### src/rtl/core/matrix_vector_multiply_defines.svh
`ifndef MATRIX_VECTOR_MULTIPLY_DEFINES_SVH
`define MATRIX_VECTOR_MULTIPLY_DEFINES_SVH
`ifndef SYNTHESIS
`define MVM_ASSERT_IMP(lbl, clk, rst_n, ante, cons, msg) \
  lbl: assert property (@(posedge clk) disable iff (!rst_n) (ante) |-> (cons)) else $error(msg);
`define MVM_ASSERT_NEXT(lbl, clk, rst_n, ante, cons, msg) \
  lbl: assert property (@(posedge clk) disable iff (!rst_n) (ante) |=> (cons)) else $error(msg);
`else
`define MVM_ASSERT_IMP(lbl, clk, rst_n, ante, cons, msg)
`define MVM_ASSERT_NEXT(lbl, clk, rst_n, ante, cons, msg)
`endif
`endif

### src/rtl/core/mvm_pkg.sv
`default_nettype none

package mvm_pkg;

  localparam int VALUE_W   = 16;
  localparam int SEL_W     = 4;
  localparam int PROD_W    = 32;
  localparam int ACC_W     = 36;
  localparam int CFG_W     = 5;
  localparam int CFG_IDX_W = 2;
  localparam int COUNT_W   = 5;

  localparam logic [COUNT_W-1:0] COUNT_MAX = 5'd31;
  localparam logic [CFG_W-1:0]   CFG_RESET = 5'd16;

  localparam logic MODE_WEIGHT  = 1'b0;
  localparam logic MODE_ELEMENT = 1'b1;

  localparam logic [CFG_IDX_W-1:0] REG_ROWS_IN_USE = 2'd0;
  localparam logic [CFG_IDX_W-1:0] REG_COLS_IN_USE = 2'd1;

  typedef struct packed {
    logic mul_en;
    logic clear;
  } mac_ctrl_t;

  typedef struct packed {
    logic busy;
  } mac_stat_t;

endpackage

`default_nettype wire

### src/rtl/core/mvm_in_if.sv
`default_nettype none

interface mvm_in_if;
  logic                               valid;
  logic                               ready;
  logic                               mode;
  logic        [mvm_pkg::SEL_W-1:0]   row_sel;
  logic        [mvm_pkg::SEL_W-1:0]   col_sel;
  logic signed [mvm_pkg::VALUE_W-1:0] value;
  logic                               last;

  modport source (output valid, mode, row_sel, col_sel, value, last, input ready);
  modport sink   (input valid, mode, row_sel, col_sel, value, last, output ready);
endinterface

`default_nettype wire

### src/rtl/core/mvm_out_if.sv
`default_nettype none

interface mvm_out_if;
  logic                             valid;
  logic                             ready;
  logic        [mvm_pkg::SEL_W-1:0] row_index;
  logic signed [mvm_pkg::ACC_W-1:0] dot_sum;
  logic                             length_error;
  logic                             final_result;

  modport source (output valid, row_index, dot_sum, length_error, final_result, input ready);
  modport sink   (input valid, row_index, dot_sum, length_error, final_result, output ready);
endinterface

`default_nettype wire

### src/rtl/core/mvm_cfg_if.sv
`default_nettype none

interface mvm_cfg_if;
  logic                            valid;
  logic                            ready;
  logic [mvm_pkg::CFG_IDX_W-1:0]   index;
  logic [mvm_pkg::CFG_W-1:0]       data;

  modport source (output valid, index, data, input ready);
  modport sink   (input valid, index, data, output ready);
endinterface

`default_nettype wire

### src/rtl/core/mvm_weight_mem.sv
`default_nettype none

module mvm_weight_mem #(
  parameter int ADDR_W = 8,
  parameter int DATA_W = 16
) (
  input  logic              clk,
  input  logic              we,
  input  logic [ADDR_W-1:0] waddr,
  input  logic [DATA_W-1:0] wdata,
  input  logic [ADDR_W-1:0] raddr,
  output logic [DATA_W-1:0] rdata
);

  logic [DATA_W-1:0] mem_r [2**ADDR_W];
  logic [DATA_W-1:0] rdata_r;

  always_ff @(posedge clk) begin
    if (we) begin
      mem_r[waddr] <= wdata;
    end
    rdata_r <= mem_r[raddr];
  end

  assign rdata = rdata_r;

endmodule

`default_nettype wire

### src/rtl/core/mvm_mac.sv
`default_nettype none

module mvm_mac #(
  parameter int  MAX_ROWS = 16,
  localparam int ROW_W    = (MAX_ROWS > 1) ? $clog2(MAX_ROWS) : 1
) (
  input  logic                               clk,
  input  logic                               rst_n,
  input  mvm_pkg::mac_ctrl_t                 ctrl,
  input  logic [ROW_W-1:0]                   mul_row,
  input  logic [ROW_W-1:0]                   rd_row,
  input  logic signed [mvm_pkg::VALUE_W-1:0] weight,
  input  logic signed [mvm_pkg::VALUE_W-1:0] element,
  output mvm_pkg::mac_stat_t                 stat,
  output logic [mvm_pkg::ACC_W-1:0]          acc_rd
);

  localparam int EXT_W = mvm_pkg::ACC_W - mvm_pkg::PROD_W;

  logic signed [mvm_pkg::PROD_W-1:0] prod_r;
  logic                              prod_vld_r;
  logic [ROW_W-1:0]                  prod_row_r;
  logic [mvm_pkg::ACC_W-1:0]         acc_r [MAX_ROWS];
  logic [ROW_W-1:0]                  acc_idx;
  logic [mvm_pkg::ACC_W-1:0]         acc_sum;

  // accumulate and emit never overlap, so one read index serves both
  assign acc_idx = prod_vld_r ? prod_row_r : rd_row;
  assign acc_rd  = acc_r[acc_idx];
  assign acc_sum = acc_rd + {{EXT_W{prod_r[mvm_pkg::PROD_W-1]}}, prod_r};
  assign stat.busy = prod_vld_r;

  always_ff @(posedge clk) begin
    if (ctrl.mul_en) begin
      prod_r     <= weight * element;
      prod_row_r <= mul_row;
    end
  end

  always_ff @(posedge clk) begin
    if (!rst_n) begin
      prod_vld_r <= 1'b0;
      for (int i = 0; i < MAX_ROWS; i++) begin
        acc_r[i] <= '0;
      end
    end else begin
      prod_vld_r <= ctrl.mul_en;
      if (ctrl.clear) begin
        for (int i = 0; i < MAX_ROWS; i++) begin
          acc_r[i] <= '0;
        end
      end else if (prod_vld_r) begin
        acc_r[prod_row_r] <= acc_sum;
      end
    end
  end

endmodule

`default_nettype wire

### src/rtl/core/mvm_ctrl.sv
`default_nettype none
`include "matrix_vector_multiply_defines.svh"

module mvm_ctrl #(
  parameter int  MAX_ROWS = 16,
  parameter int  MAX_COLS = 16,
  localparam int ROW_W    = (MAX_ROWS > 1) ? $clog2(MAX_ROWS) : 1,
  localparam int COL_W    = (MAX_COLS > 1) ? $clog2(MAX_COLS) : 1
) (
  input  logic                                clk,
  input  logic                                rst_n,
  mvm_in_if.sink                              in_ch,
  mvm_out_if.source                           out_ch,
  input  logic [mvm_pkg::CFG_W-1:0]           rows_in_use,
  input  logic [mvm_pkg::CFG_W-1:0]           cols_in_use,
  output logic                                mem_we,
  output logic [ROW_W+COL_W-1:0]              mem_waddr,
  output logic [mvm_pkg::VALUE_W-1:0]         mem_wdata,
  output logic [ROW_W+COL_W-1:0]              mem_raddr,
  output mvm_pkg::mac_ctrl_t                  mac_ctrl,
  output logic [ROW_W-1:0]                    mul_row,
  output logic [ROW_W-1:0]                    rd_row,
  output logic signed [mvm_pkg::VALUE_W-1:0]  element,
  input  mvm_pkg::mac_stat_t                  mac_stat,
  input  logic [mvm_pkg::ACC_W-1:0]           acc_rd
);

  typedef enum logic [1:0] {
    S_IDLE,
    S_ACC,
    S_EMIT
  } state_t;

  state_t                             state_r;
  logic [mvm_pkg::COUNT_W-1:0]        count_r;
  logic [COL_W-1:0]                   col_r;
  logic signed [mvm_pkg::VALUE_W-1:0] value_r;
  logic                               last_r;
  logic [ROW_W-1:0]                   iss_r;
  logic                               iss_act_r;
  logic                               rd_vld_r;
  logic [ROW_W-1:0]                   rd_row_r;
  logic                               err_r;
  logic [ROW_W-1:0]                   em_r;
  logic                               out_valid_r;
  logic [mvm_pkg::SEL_W-1:0]          out_row_r;
  logic [mvm_pkg::ACC_W-1:0]          out_sum_r;
  logic                               out_err_r;
  logic                               out_fin_r;

  logic                               in_xfer;
  logic                               wr_hit;
  logic                               elem_xfer;
  logic                               col_ok;
  logic [mvm_pkg::COUNT_W-1:0]        count_inc;
  logic                               len_bad;
  logic                               drained;
  logic                               out_free;
  logic                               load;
  logic                               em_final;
  logic                               err_fmt_ok;

  assign in_ch.ready = (state_r == S_IDLE);
  assign in_xfer     = in_ch.valid && in_ch.ready;
  assign wr_hit      = in_xfer && (in_ch.mode == mvm_pkg::MODE_WEIGHT)
                       && (int'(in_ch.row_sel) < MAX_ROWS)
                       && (int'(in_ch.col_sel) < MAX_COLS);
  assign elem_xfer   = in_xfer && (in_ch.mode == mvm_pkg::MODE_ELEMENT);

  assign mem_we    = wr_hit;
  assign mem_waddr = {ROW_W'(in_ch.row_sel), COL_W'(in_ch.col_sel)};
  assign mem_wdata = in_ch.value;
  assign mem_raddr = {iss_r, col_r};

  assign col_ok    = int'(count_r) < MAX_COLS;
  assign count_inc = (count_r == mvm_pkg::COUNT_MAX) ? count_r
                   : count_r + mvm_pkg::COUNT_W'(1);
  assign len_bad   = (count_r != cols_in_use) || (int'(count_r) > MAX_COLS);
  assign drained   = !iss_act_r && !rd_vld_r && !mac_stat.busy;

  assign out_free = !out_valid_r || out_ch.ready;
  assign load     = (state_r == S_EMIT) && out_free;
  // row count of zero acts as one, above MAX_ROWS as MAX_ROWS
  assign em_final = err_r || (int'(em_r) + 1 >= int'(rows_in_use))
                    || (int'(em_r) + 1 >= MAX_ROWS);

  assign mac_ctrl.mul_en = rd_vld_r;
  assign mac_ctrl.clear  = load && em_final;
  assign mul_row         = rd_row_r;
  assign rd_row          = em_r;
  assign element         = value_r;

  assign out_ch.valid        = out_valid_r;
  assign out_ch.row_index    = out_row_r;
  assign out_ch.dot_sum      = out_sum_r;
  assign out_ch.length_error = out_err_r;
  assign out_ch.final_result = out_fin_r;

  assign err_fmt_ok = out_fin_r && (out_row_r == '0) && (out_sum_r == '0);

  always_ff @(posedge clk) begin
    if (!rst_n) begin
      state_r     <= S_IDLE;
      count_r     <= '0;
      iss_act_r   <= 1'b0;
      rd_vld_r    <= 1'b0;
      out_valid_r <= 1'b0;
      em_r        <= '0;
    end else begin
      if (load) begin
        out_valid_r <= 1'b1;
      end else if (out_ch.ready) begin
        out_valid_r <= 1'b0;
      end

      case (state_r)
        S_IDLE: begin
          if (elem_xfer) begin
            value_r   <= in_ch.value;
            last_r    <= in_ch.last;
            col_r     <= COL_W'(count_r);
            count_r   <= count_inc;
            iss_r     <= '0;
            iss_act_r <= col_ok;
            state_r   <= S_ACC;
          end
        end
        S_ACC: begin
          rd_vld_r <= iss_act_r;
          rd_row_r <= iss_r;
          if (iss_act_r) begin
            if (int'(iss_r) == MAX_ROWS - 1) begin
              iss_act_r <= 1'b0;
            end else begin
              iss_r <= iss_r + ROW_W'(1);
            end
          end
          if (drained) begin
            if (last_r) begin
              err_r   <= len_bad;
              em_r    <= '0;
              state_r <= S_EMIT;
            end else begin
              state_r <= S_IDLE;
            end
          end
        end
        S_EMIT: begin
          if (load) begin
            out_row_r <= err_r ? '0 : mvm_pkg::SEL_W'(em_r);
            out_sum_r <= err_r ? '0 : acc_rd;
            out_err_r <= err_r;
            out_fin_r <= em_final;
            if (em_final) begin
              count_r <= '0;
              em_r    <= '0;
              state_r <= S_IDLE;
            end else begin
              em_r <= em_r + ROW_W'(1);
            end
          end
        end
        default: begin
          state_r <= S_IDLE;
        end
      endcase
    end
  end

  `MVM_ASSERT_IMP(a_idle_drained, clk, rst_n, state_r == S_IDLE, drained, "busy while idle")
  `MVM_ASSERT_IMP(a_clear_quiet, clk, rst_n, mac_ctrl.clear, !mac_stat.busy, "clear while busy")
  `MVM_ASSERT_IMP(a_err_result, clk, rst_n, out_valid_r && out_err_r, err_fmt_ok, "bad error")
  `MVM_ASSERT_NEXT(a_clear_final, clk, rst_n, mac_ctrl.clear, out_valid_r && out_fin_r, "no final")

endmodule

`default_nettype wire

### src/rtl/core/matrix_vector_multiply.sv
// Weight write: accepted every cycle while idle.
// Vector element: one row per cycle through the shared multiply-accumulate
// unit behind the registered weight memory read port.
// Last element: rows then emitted one per cycle unless the output stalls.
// Reset (rst_n low, synchronous): accumulators, element count and output clear,
// rows_in_use and cols_in_use return to 16, weights stay undefined until written.
`default_nettype none

module matrix_vector_multiply #(
  parameter int MAX_ROWS = 16,
  parameter int MAX_COLS = 16
) (
  input  logic       clk,
  input  logic       rst_n,
  mvm_in_if.sink     in_ch,
  mvm_out_if.source  out_ch,
  mvm_cfg_if.sink    cfg_ch
);

  localparam int ROW_W  = (MAX_ROWS > 1) ? $clog2(MAX_ROWS) : 1;
  localparam int COL_W  = (MAX_COLS > 1) ? $clog2(MAX_COLS) : 1;
  localparam int ADDR_W = ROW_W + COL_W;

  logic [mvm_pkg::CFG_W-1:0]          rows_r;
  logic [mvm_pkg::CFG_W-1:0]          cols_r;
  logic                               mem_we;
  logic [ADDR_W-1:0]                  mem_waddr;
  logic [mvm_pkg::VALUE_W-1:0]        mem_wdata;
  logic [ADDR_W-1:0]                  mem_raddr;
  logic [mvm_pkg::VALUE_W-1:0]        mem_rdata;
  mvm_pkg::mac_ctrl_t                 mac_ctrl;
  mvm_pkg::mac_stat_t                 mac_stat;
  logic [ROW_W-1:0]                   mul_row;
  logic [ROW_W-1:0]                   rd_row;
  logic signed [mvm_pkg::VALUE_W-1:0] element;
  logic [mvm_pkg::ACC_W-1:0]          acc_rd;

  assign cfg_ch.ready = 1'b1;

  always_ff @(posedge clk) begin
    if (!rst_n) begin
      rows_r <= mvm_pkg::CFG_RESET;
      cols_r <= mvm_pkg::CFG_RESET;
    end else if (cfg_ch.valid && cfg_ch.ready) begin
      case (cfg_ch.index)
        mvm_pkg::REG_ROWS_IN_USE: rows_r <= cfg_ch.data;
        mvm_pkg::REG_COLS_IN_USE: cols_r <= cfg_ch.data;
        default: ;
      endcase
    end
  end

  mvm_weight_mem #(
    .ADDR_W (ADDR_W),
    .DATA_W (mvm_pkg::VALUE_W)
  ) u_weight_mem (
    .clk   (clk),
    .we    (mem_we),
    .waddr (mem_waddr),
    .wdata (mem_wdata),
    .raddr (mem_raddr),
    .rdata (mem_rdata)
  );

  mvm_mac #(
    .MAX_ROWS (MAX_ROWS)
  ) u_mac (
    .clk     (clk),
    .rst_n   (rst_n),
    .ctrl    (mac_ctrl),
    .mul_row (mul_row),
    .rd_row  (rd_row),
    .weight  ($signed(mem_rdata)),
    .element (element),
    .stat    (mac_stat),
    .acc_rd  (acc_rd)
  );

  mvm_ctrl #(
    .MAX_ROWS (MAX_ROWS),
    .MAX_COLS (MAX_COLS)
  ) u_ctrl (
    .clk         (clk),
    .rst_n       (rst_n),
    .in_ch       (in_ch),
    .out_ch      (out_ch),
    .rows_in_use (rows_r),
    .cols_in_use (cols_r),
    .mem_we      (mem_we),
    .mem_waddr   (mem_waddr),
    .mem_wdata   (mem_wdata),
    .mem_raddr   (mem_raddr),
    .mac_ctrl    (mac_ctrl),
    .mul_row     (mul_row),
    .rd_row      (rd_row),
    .element     (element),
    .mac_stat    (mac_stat),
    .acc_rd      (acc_rd)
  );

endmodule

`default_nettype wire

### src/flat_wrapper.sv
// flat-port wrapper written by rule: the top's interface ports become plain ports
module matrix_vector_multiply_flat 
#(
  parameter int MAX_ROWS = 16,
  parameter int MAX_COLS = 16
)
  (clk, rst_n, in_ch_valid, in_ch_mode, in_ch_row_sel, in_ch_col_sel, in_ch_value, in_ch_last, in_ch_ready, out_ch_valid, out_ch_row_index, out_ch_dot_sum, out_ch_length_error, out_ch_final_result, out_ch_ready, cfg_ch_valid, cfg_ch_index, cfg_ch_data, cfg_ch_ready);
  mvm_in_if in_ch_i ();
  mvm_out_if out_ch_i ();
  mvm_cfg_if cfg_ch_i ();
  input  logic clk;
  input  logic rst_n;
  input wire logic [$bits(in_ch_i.valid)-1:0] in_ch_valid;
  input wire logic [$bits(in_ch_i.mode)-1:0] in_ch_mode;
  input wire logic [$bits(in_ch_i.row_sel)-1:0] in_ch_row_sel;
  input wire logic [$bits(in_ch_i.col_sel)-1:0] in_ch_col_sel;
  input wire logic [$bits(in_ch_i.value)-1:0] in_ch_value;
  input wire logic [$bits(in_ch_i.last)-1:0] in_ch_last;
  output wire logic [$bits(in_ch_i.ready)-1:0] in_ch_ready;
  output wire logic [$bits(out_ch_i.valid)-1:0] out_ch_valid;
  output wire logic [$bits(out_ch_i.row_index)-1:0] out_ch_row_index;
  output wire logic [$bits(out_ch_i.dot_sum)-1:0] out_ch_dot_sum;
  output wire logic [$bits(out_ch_i.length_error)-1:0] out_ch_length_error;
  output wire logic [$bits(out_ch_i.final_result)-1:0] out_ch_final_result;
  input wire logic [$bits(out_ch_i.ready)-1:0] out_ch_ready;
  input wire logic [$bits(cfg_ch_i.valid)-1:0] cfg_ch_valid;
  input wire logic [$bits(cfg_ch_i.index)-1:0] cfg_ch_index;
  input wire logic [$bits(cfg_ch_i.data)-1:0] cfg_ch_data;
  output wire logic [$bits(cfg_ch_i.ready)-1:0] cfg_ch_ready;
  assign in_ch_i.valid = in_ch_valid;
  assign in_ch_i.mode = in_ch_mode;
  assign in_ch_i.row_sel = in_ch_row_sel;
  assign in_ch_i.col_sel = in_ch_col_sel;
  assign in_ch_i.value = in_ch_value;
  assign in_ch_i.last = in_ch_last;
  assign in_ch_ready = in_ch_i.ready;
  assign out_ch_valid = out_ch_i.valid;
  assign out_ch_row_index = out_ch_i.row_index;
  assign out_ch_dot_sum = out_ch_i.dot_sum;
  assign out_ch_length_error = out_ch_i.length_error;
  assign out_ch_final_result = out_ch_i.final_result;
  assign out_ch_i.ready = out_ch_ready;
  assign cfg_ch_i.valid = cfg_ch_valid;
  assign cfg_ch_i.index = cfg_ch_index;
  assign cfg_ch_i.data = cfg_ch_data;
  assign cfg_ch_ready = cfg_ch_i.ready;
  matrix_vector_multiply #(.MAX_ROWS(MAX_ROWS), .MAX_COLS(MAX_COLS)) u_core (.clk(clk), .rst_n(rst_n), .in_ch(in_ch_i), .out_ch(out_ch_i), .cfg_ch(cfg_ch_i));
endmodule
### config.mk
export PLATFORM = sky130hd
export DESIGN_NAME = matrix_vector_multiply_flat
export DESIGN_NICKNAME = d
export VERILOG_FILES = /design/src/rtl/core/mvm_pkg.sv /design/src/rtl/core/mvm_in_if.sv /design/src/rtl/core/mvm_out_if.sv /design/src/rtl/core/mvm_cfg_if.sv /design/src/rtl/core/mvm_weight_mem.sv /design/src/rtl/core/mvm_mac.sv /design/src/rtl/core/mvm_ctrl.sv /design/src/rtl/core/matrix_vector_multiply.sv /design/src/flat_wrapper.sv
export VERILOG_INCLUDE_DIRS = /design/src /design/src/rtl/core
export SDC_FILE = /design/constraint.sdc
export NUM_CORES = 2
export LEC_CHECK = 0
export BUFFER_PORTS_ARGS = -buffer_cell sky130_fd_sc_hd__buf_2
export CAP_MARGIN = 10
export CORE_MARGIN = 5
export CORE_UTILIZATION = 35
export CTS_BUF_LIST = sky130_fd_sc_hd__clkbuf_4 sky130_fd_sc_hd__clkbuf_8 sky130_fd_sc_hd__clkbuf_16
export DETAILED_ROUTE_END_ITERATION = 10
export GPL_TIMING_DRIVEN = 0
export SYNTH_ARGS = -nofsm -noshare
export SYNTH_HDL_FRONTEND = slang
export SYNTH_MEMORY_MAX_BITS = 65536
export SYNTH_SLANG_ARGS = --single-unit
### constraint.sdc
create_clock -name clk -period 6.4 [get_ports clk]
set_input_delay 0.64 -clock clk [delete_from_list [all_inputs] [get_ports clk]]
set_output_delay 0.64 -clock clk [all_outputs]
set_load 0.02 [all_outputs]
# == After elaboration in Yosys (flattened, before gate mapping) ==
# Memories as Yosys holds them, arrays and structs flattened. A register that Yosys moved wholly into a read port is not among the register bits.
# Cells that the tools add are included.
# word_totals
out_inout_bits,45
input_bits,38
register_bits,133
n_memories,2
ram_bits,4672
wordCells,153
# op_classes
order_cmp,4
n_mul,1
n_addsub,5
eq_ne,14
bitwise_logic,17
n_reduce_logical,33
n_mux,56
# memory_table
name,words,width,rd,rd_clocked_by_memory_dff,wr,line,text
u_core.u_weight_mem.mem_r,256,16,1,1,1,mvm_weight_mem.sv:15,logic [DATA_W-1:0] mem_r [2**ADDR_W];
u_core.u_mac.acc_r,16,36,1,0,16,mvm_mac.sv:23,logic [mvm_pkg::ACC_W-1:0] acc_r [MAX_ROWS];
# ops
op,n
$mux W36,17
$add A36 B36 Y36,1
$mux W4,9
$reduce_or A36 Y1,1
$ge A32 B6 Y1,1
$mul A16 B16 Y32,1
$mux W5,4
$mux W1,16
$or A1 B1 Y1,16
$pmux W4 S2,2
$ne A2 B2 Y1 const B,7
$reduce_and A4 Y1,3
$mux W2,5
$pmux W5 S2,1
$reduce_and A5 Y1,2
$add A4 B1 Y4 const B,2
$reduce_and A2 Y1,4
$reduce_bool A2 Y1,4
$logic_and A1 B1 Y1,7
$pmux W2 S3,1
$reduce_and A3 Y1,2
$add A4 B1 Y5 const B,1
$add A5 B1 Y5 const B,1
$eq A5 B5 Y1 const B,1
13 further kinds,21

# == Depth between registers and ports, before layout ==
# logic_depth
depth_word,10
ltp_mapped,23
mapped_depth_nobuf,22

# == Modules after synthesis ==
# Synthesis repeated with hierarchy kept, for this count alone.
# hier_totals
cells_unflattened,10694
area_unflattened_um2,199943.0
# by_module_without_submodules
module,n_inst,seq_area_each_um2,area_per_inst_um2,cells_per_inst
mvm_weight_mem,1,123318.3,158714.7,7360
mvm_mac,1,18397.6,37195.7,3020
mvm_ctrl,1,2442.3,3617.2,272
matrix_vector_multiply,1,200.2,415.4,42

# == Worst setup path after synthesis ==
# Ideal clock, no wire load.
# synth_timing
kind,flip-flop to flip-flop
startpoint,"register u_core.u_ctrl.value_r, in the netlist u_core.u_ctrl.element[7]"
endpoint,register u_core.u_mac.prod_r[30] (netlist name) (data pin)
t_required_ns,6.238
synth_period_minus_slack_ns,6.153
arrival_time_ns,5.991
n_path_buf,1
stages_incl_launch_ff,24
slack_ns,0.247
setup_time_ns,0.162
cell_sequence,edfxtp_1 clkbuf_1 nand2_1 fa_1 inv_1 fa_1 inv_1 fa_1 inv_1 fa_1 fa_1 inv_1 fa_1 inv_1 ha_1 nand2_1 nor3_1 nand2_1 nor3_1 o41ai_1 a21o_1 a31o_2 or4b_2 o2111ai_1
# synth_between
elab_chain_len,1
# synth_lines
item,line,text
"start, declared",mvm_ctrl.sv:37,logic signed [mvm_pkg::VALUE_W-1:0] value_r;
"start signal, assigned",mvm_ctrl.sv:119,value_r <= in_ch.value;
$mul A16 B16 Y32,mvm_mac.sv:35,prod_r <= weight * element;
"end signal, assigned",mvm_mac.sv:35,
"end, declared",mvm_mac.sv:20,logic signed [mvm_pkg::PROD_W-1:0] prod_r;
# Every way passes these cells.
# A chain may end at the register's enable or synchronous reset.

# == Final worst setup path ==
# layout_timing
startpoint,"register u_core.u_ctrl.value_r, in the netlist u_core.u_ctrl.element[4]"
endpoint,register u_core.u_mac.prod_r[30] (netlist name) (data pin)
# The elaborated chain is that of the path after synthesis.

==> metrics.txt <==
status=finished, final reports clean; logic gate share of total power=0.235; Max-slew headroom=0.04987; register area share after synthesis=0.7314; Final Critical Period=approximately 6.4 ns; Total GRT Usage=0.1848; Final GP Congestion=~0.9; CTS tree=yes; Switch Pwr=around 0.024 W; Reg2Reg Launch Point=u_core.u_ctrl.element[4]; H-Tree Depth=5; vias in the first global route=~100k; dominant synthesized flop cell=edfxtp_1; RSZ-0062 raised after global routing=yes; Synth Area per Inst=around 21 um2; Hold Path Sink=u_core.u_weight_mem.mem_r[235][14]; Worst-path clk slew=around 0.06 ns; sequential cell area=144400 um2; post-synthesis register bit count=slightly below 5000; WP data required=roughly 7 ns; MaxCap Viol Count=0; largest fanout on the critical path=6; worst vdd ir=around 0.9 mV; Int Pwr=~0.06 W; GR Overflow Total=0; Arr. time, crit path=7.14 ns; Power Density=between 300 and 400 nW/um2; die height=approximately 760 um; I/O pin count=83; fraction of power consumed by sequential logic=0.435; pin count of the biggest net entering global routing=142; post-synthesis xor/xnor area fraction=0.003372; Worst setup EP type=register; Initial Util=0.3515; antenna violations before repair=64; largest family of logic cells by synthesized area=multiplexers; Clock Latency Late Sink=roughly 1.1 ns; WS Path Type=register to register; initial DRC count=about 12000; Post-Synthesis Cells=9438; Worst Max-Slew Pin Slew=around 1.4 ns; Post-synth EDFFs=roughly 4800; DR vias=about 99000; Leak=between 70 and 80 nW; count of final setup violators=0; drt wl/cell=around 30 um; Vias/cell=5.436; final core occ=0.4065; multi-input logic area=50960 um2; r2r endpoint=u_core.u_mac.prod_r[30]; root buffer cell=clkbuf_16; Yosys top cell area share=0.7272; adder-cell area share of the yosys netlist=0.03473; hold wc startpoint=in_ch_value[14]; period utilization=0.9980; nets=between 10000 and 15000; Min-Delay Path Depth=1; compound-gate portion of the synthesized area=0.008539; final hold violations=0; clock share of power=0.331; Core Footprint=about 560000 um2; HP Class=input port to register; Synth area leaders=edfxtp_1, mux4_2, fa_1; CP Launch Type=register; Setup TNS=0 ns; first-pass GRT wire length=~770000 um; Net Count, Synth=9866; Port Buf Inserts=80; post-synthesis mux area share=0.1722; area grow syn2layout=15.64%; Cell variety after synth=59; DP Wirelength=between 300000 and 400000 um; Placement Rows=roughly 280; DR pass1 iterations=8; Fill cells=approximately 49000; ys async rst share=0; Max Fclk=around 0.16 GHz; Synth Cell Area=approximately 200000 um2; final WL=approximately 550000 um; register-to-register setup slack=around 0.013 ns; DRC Markers=0; Sw Share=0.2865; Horiz. Die Dim=~760 um; fin. max-slew vios=0; Max Buffers Root-to-Sink=4; Post-Route Skew=between 0.15 and 0.2 ns; layout cells sized above 1=0.2930; Synth Warn #=0; CTS Buf Count=459; clock sinks=around 4800; Worst R2R Path Depth=22; die area=around 580000 um2; Synth area leader=edfxtp_1; Post-Synth Simple-Gate Area=0.03309; Routed Antenna Nets=0
==> cells in the final DEF (no fill, tap or decap), types with 143 or more instances in the layout <==
cell	synthesis	final
buf_2	75	143
inv_1	311	306
nand2_1	266	248
clkbuf_1	343	259
mux4_2	1504	1504
fa_1	263	250
clkbuf_16	0	465
nor2_1	908	689
nor2_2	0	218
edfxtp_1	4780	4780
and2_1	166	165
==> metal layers <==
metal	track usage	up-vias	part of all wire
li1	-	39800	-
met1	0.2486	53100	0.39
met2	0.2974	4740	0.48
met3	0.04010	922	0.094
met4	0.06620	24	0.042
met5	0	-	0.00028
==> synth_stat cells, drive strengths merged (9+ instances only) <==
master	number
clkbuf	343
and2	166
dfxtp	41
a21oi	75
nor3	22
or2	10
fa	263
nand3	37
mux2i	11
a211oi	42
a31oi	44
o21ai	36
a21o	20
nor2b	54
nand2b	18
nand2	266
mux4	1504
inv	311
buf	193
nand4	9
nor2	908
xnor2	44
edfxtp	4780
o21bai	9
ha	127
xor2	32
==> sequential cells by signal, indices dropped and copies added, names as in the netlist, 5 cells and up <==
name	count
u_core.u_ctrl.out_ch.dot_sum	36
u_core.u_weight_mem.mem_r	4096
u_core.u_mac.acc_r	576
u_core.rows_r	5
u_core.u_ctrl.count_r	5
u_core.u_mac.prod_r	32
u_core.u_weight_mem.rdata	16
u_core.cols_r	5
u_core.u_ctrl.element	16
==> kinds of logic (layout without fill, tap and decap cells) <==
kind of cell	count (synthesis)	count (layout)
compound gates	265	265
fa+ha+maj	390	390
xor+xnor	76	76
buf+inv	847	2056
flops	4821	4821
other cells	1	12
simple gates	1522	1522
mux	1516	1516
==> worst max-delay path, cell delays in order, from the launching register on <==
cell	delay, ns
edfxtp_1	0.41
buf_4	0.17
and2_1	0.18
fa_1	0.55
inv_1	0.07
fa_2	0.47
fa_2	0.55
inv_2	0.05
fa_2	0.46
fa_1	0.49
inv_1	0.05
fa_1	0.47
inv_1	0.06
ha_4	0.30
nand2_1	0.07
nor3_2	0.15
nand2_1	0.12
nor3_4	0.28
o41ai_4	0.13
a21o_1	0.23
a31o_4	0.27
or4b_4	0.49
o2111ai_4	0.14
==> power groups by stage <==
stage	Clock (W)	Combinational, W	Sequential [W]
floorplan	0	0.0109	0.0363
global placement	0	0.0162	0.0364
detailed placement	0	0.0165	0.0363
CTS	0.0276	0.0183	0.0357
global route	0.0289	0.0210	0.0357
finish	0.0271	0.0193	0.0357
==> through the flow <==
step	worst slack, ns	std cells	area [um2]	power [W]	hold slack, ns
finish	0.01259	18140	228300	0.08211	0.08908
global route	-0.1274	18130	228200	0.08561	0.07278
CTS	-0.02861	18100	227700	0.08150	0.03762
detailed placement	-1.941	17200	211600	0.05278	0.4123
global placement	-2.336	17000	207100	0.05265	0.4115
floorplan	0.2472	9438	197400	0.04716	0.4003
==> how the worst max path moves through the flow <==
| stage | slack (ns) | endpoint | depth (start not counted) | startpoint |
|---|---|---|---|---|
| floorplan | 0.25 | u_core.u_mac.prod_r[30] | 23 | u_core.u_ctrl.element[7] |
| finish | 0.01 | u_core.u_mac.prod_r[30] | 22 | u_core.u_ctrl.element[4] |
| CTS | -0.03 | u_core.u_mac.prod_r[30] | 22 | u_core.u_ctrl.element[4] |
| global route | -0.13 | u_core.u_mac.prod_r[30] | 22 | u_core.u_ctrl.element[4] |
| global placement | -2.34 | u_core.u_mac.acc_r[7][34] | 20 | u_core.u_mac.stat |
| detailed placement | -1.94 | u_core.u_mac.acc_r[6][34] | 21 | u_core.u_mac.stat |
==> area by class of cell <==
cell class	count	area share
Sequential cell	4821	0.6326
Tap cell	7479	0.04100
Buffer	533	0.01073
Clock inverter	301	0.01232
Timing Repair Buffer	359	0.02123
Inverter	311	0.005114
Multi-Input combinational cell	3770	0.2233
Antenna cell	11	0.0001206
Clock buffer	552	0.05366
==> what timing repair did <==
action,CTS,global route
setup endpoints to repair,498,240
setup buffers,30,18
hold buffers,18,0
pin swaps,24,30
cloned,0,0
endpoints found under the hold margin,231,0
gates resized for setup,197,78
Note: power is estimated with default switching activity, not from simulation.
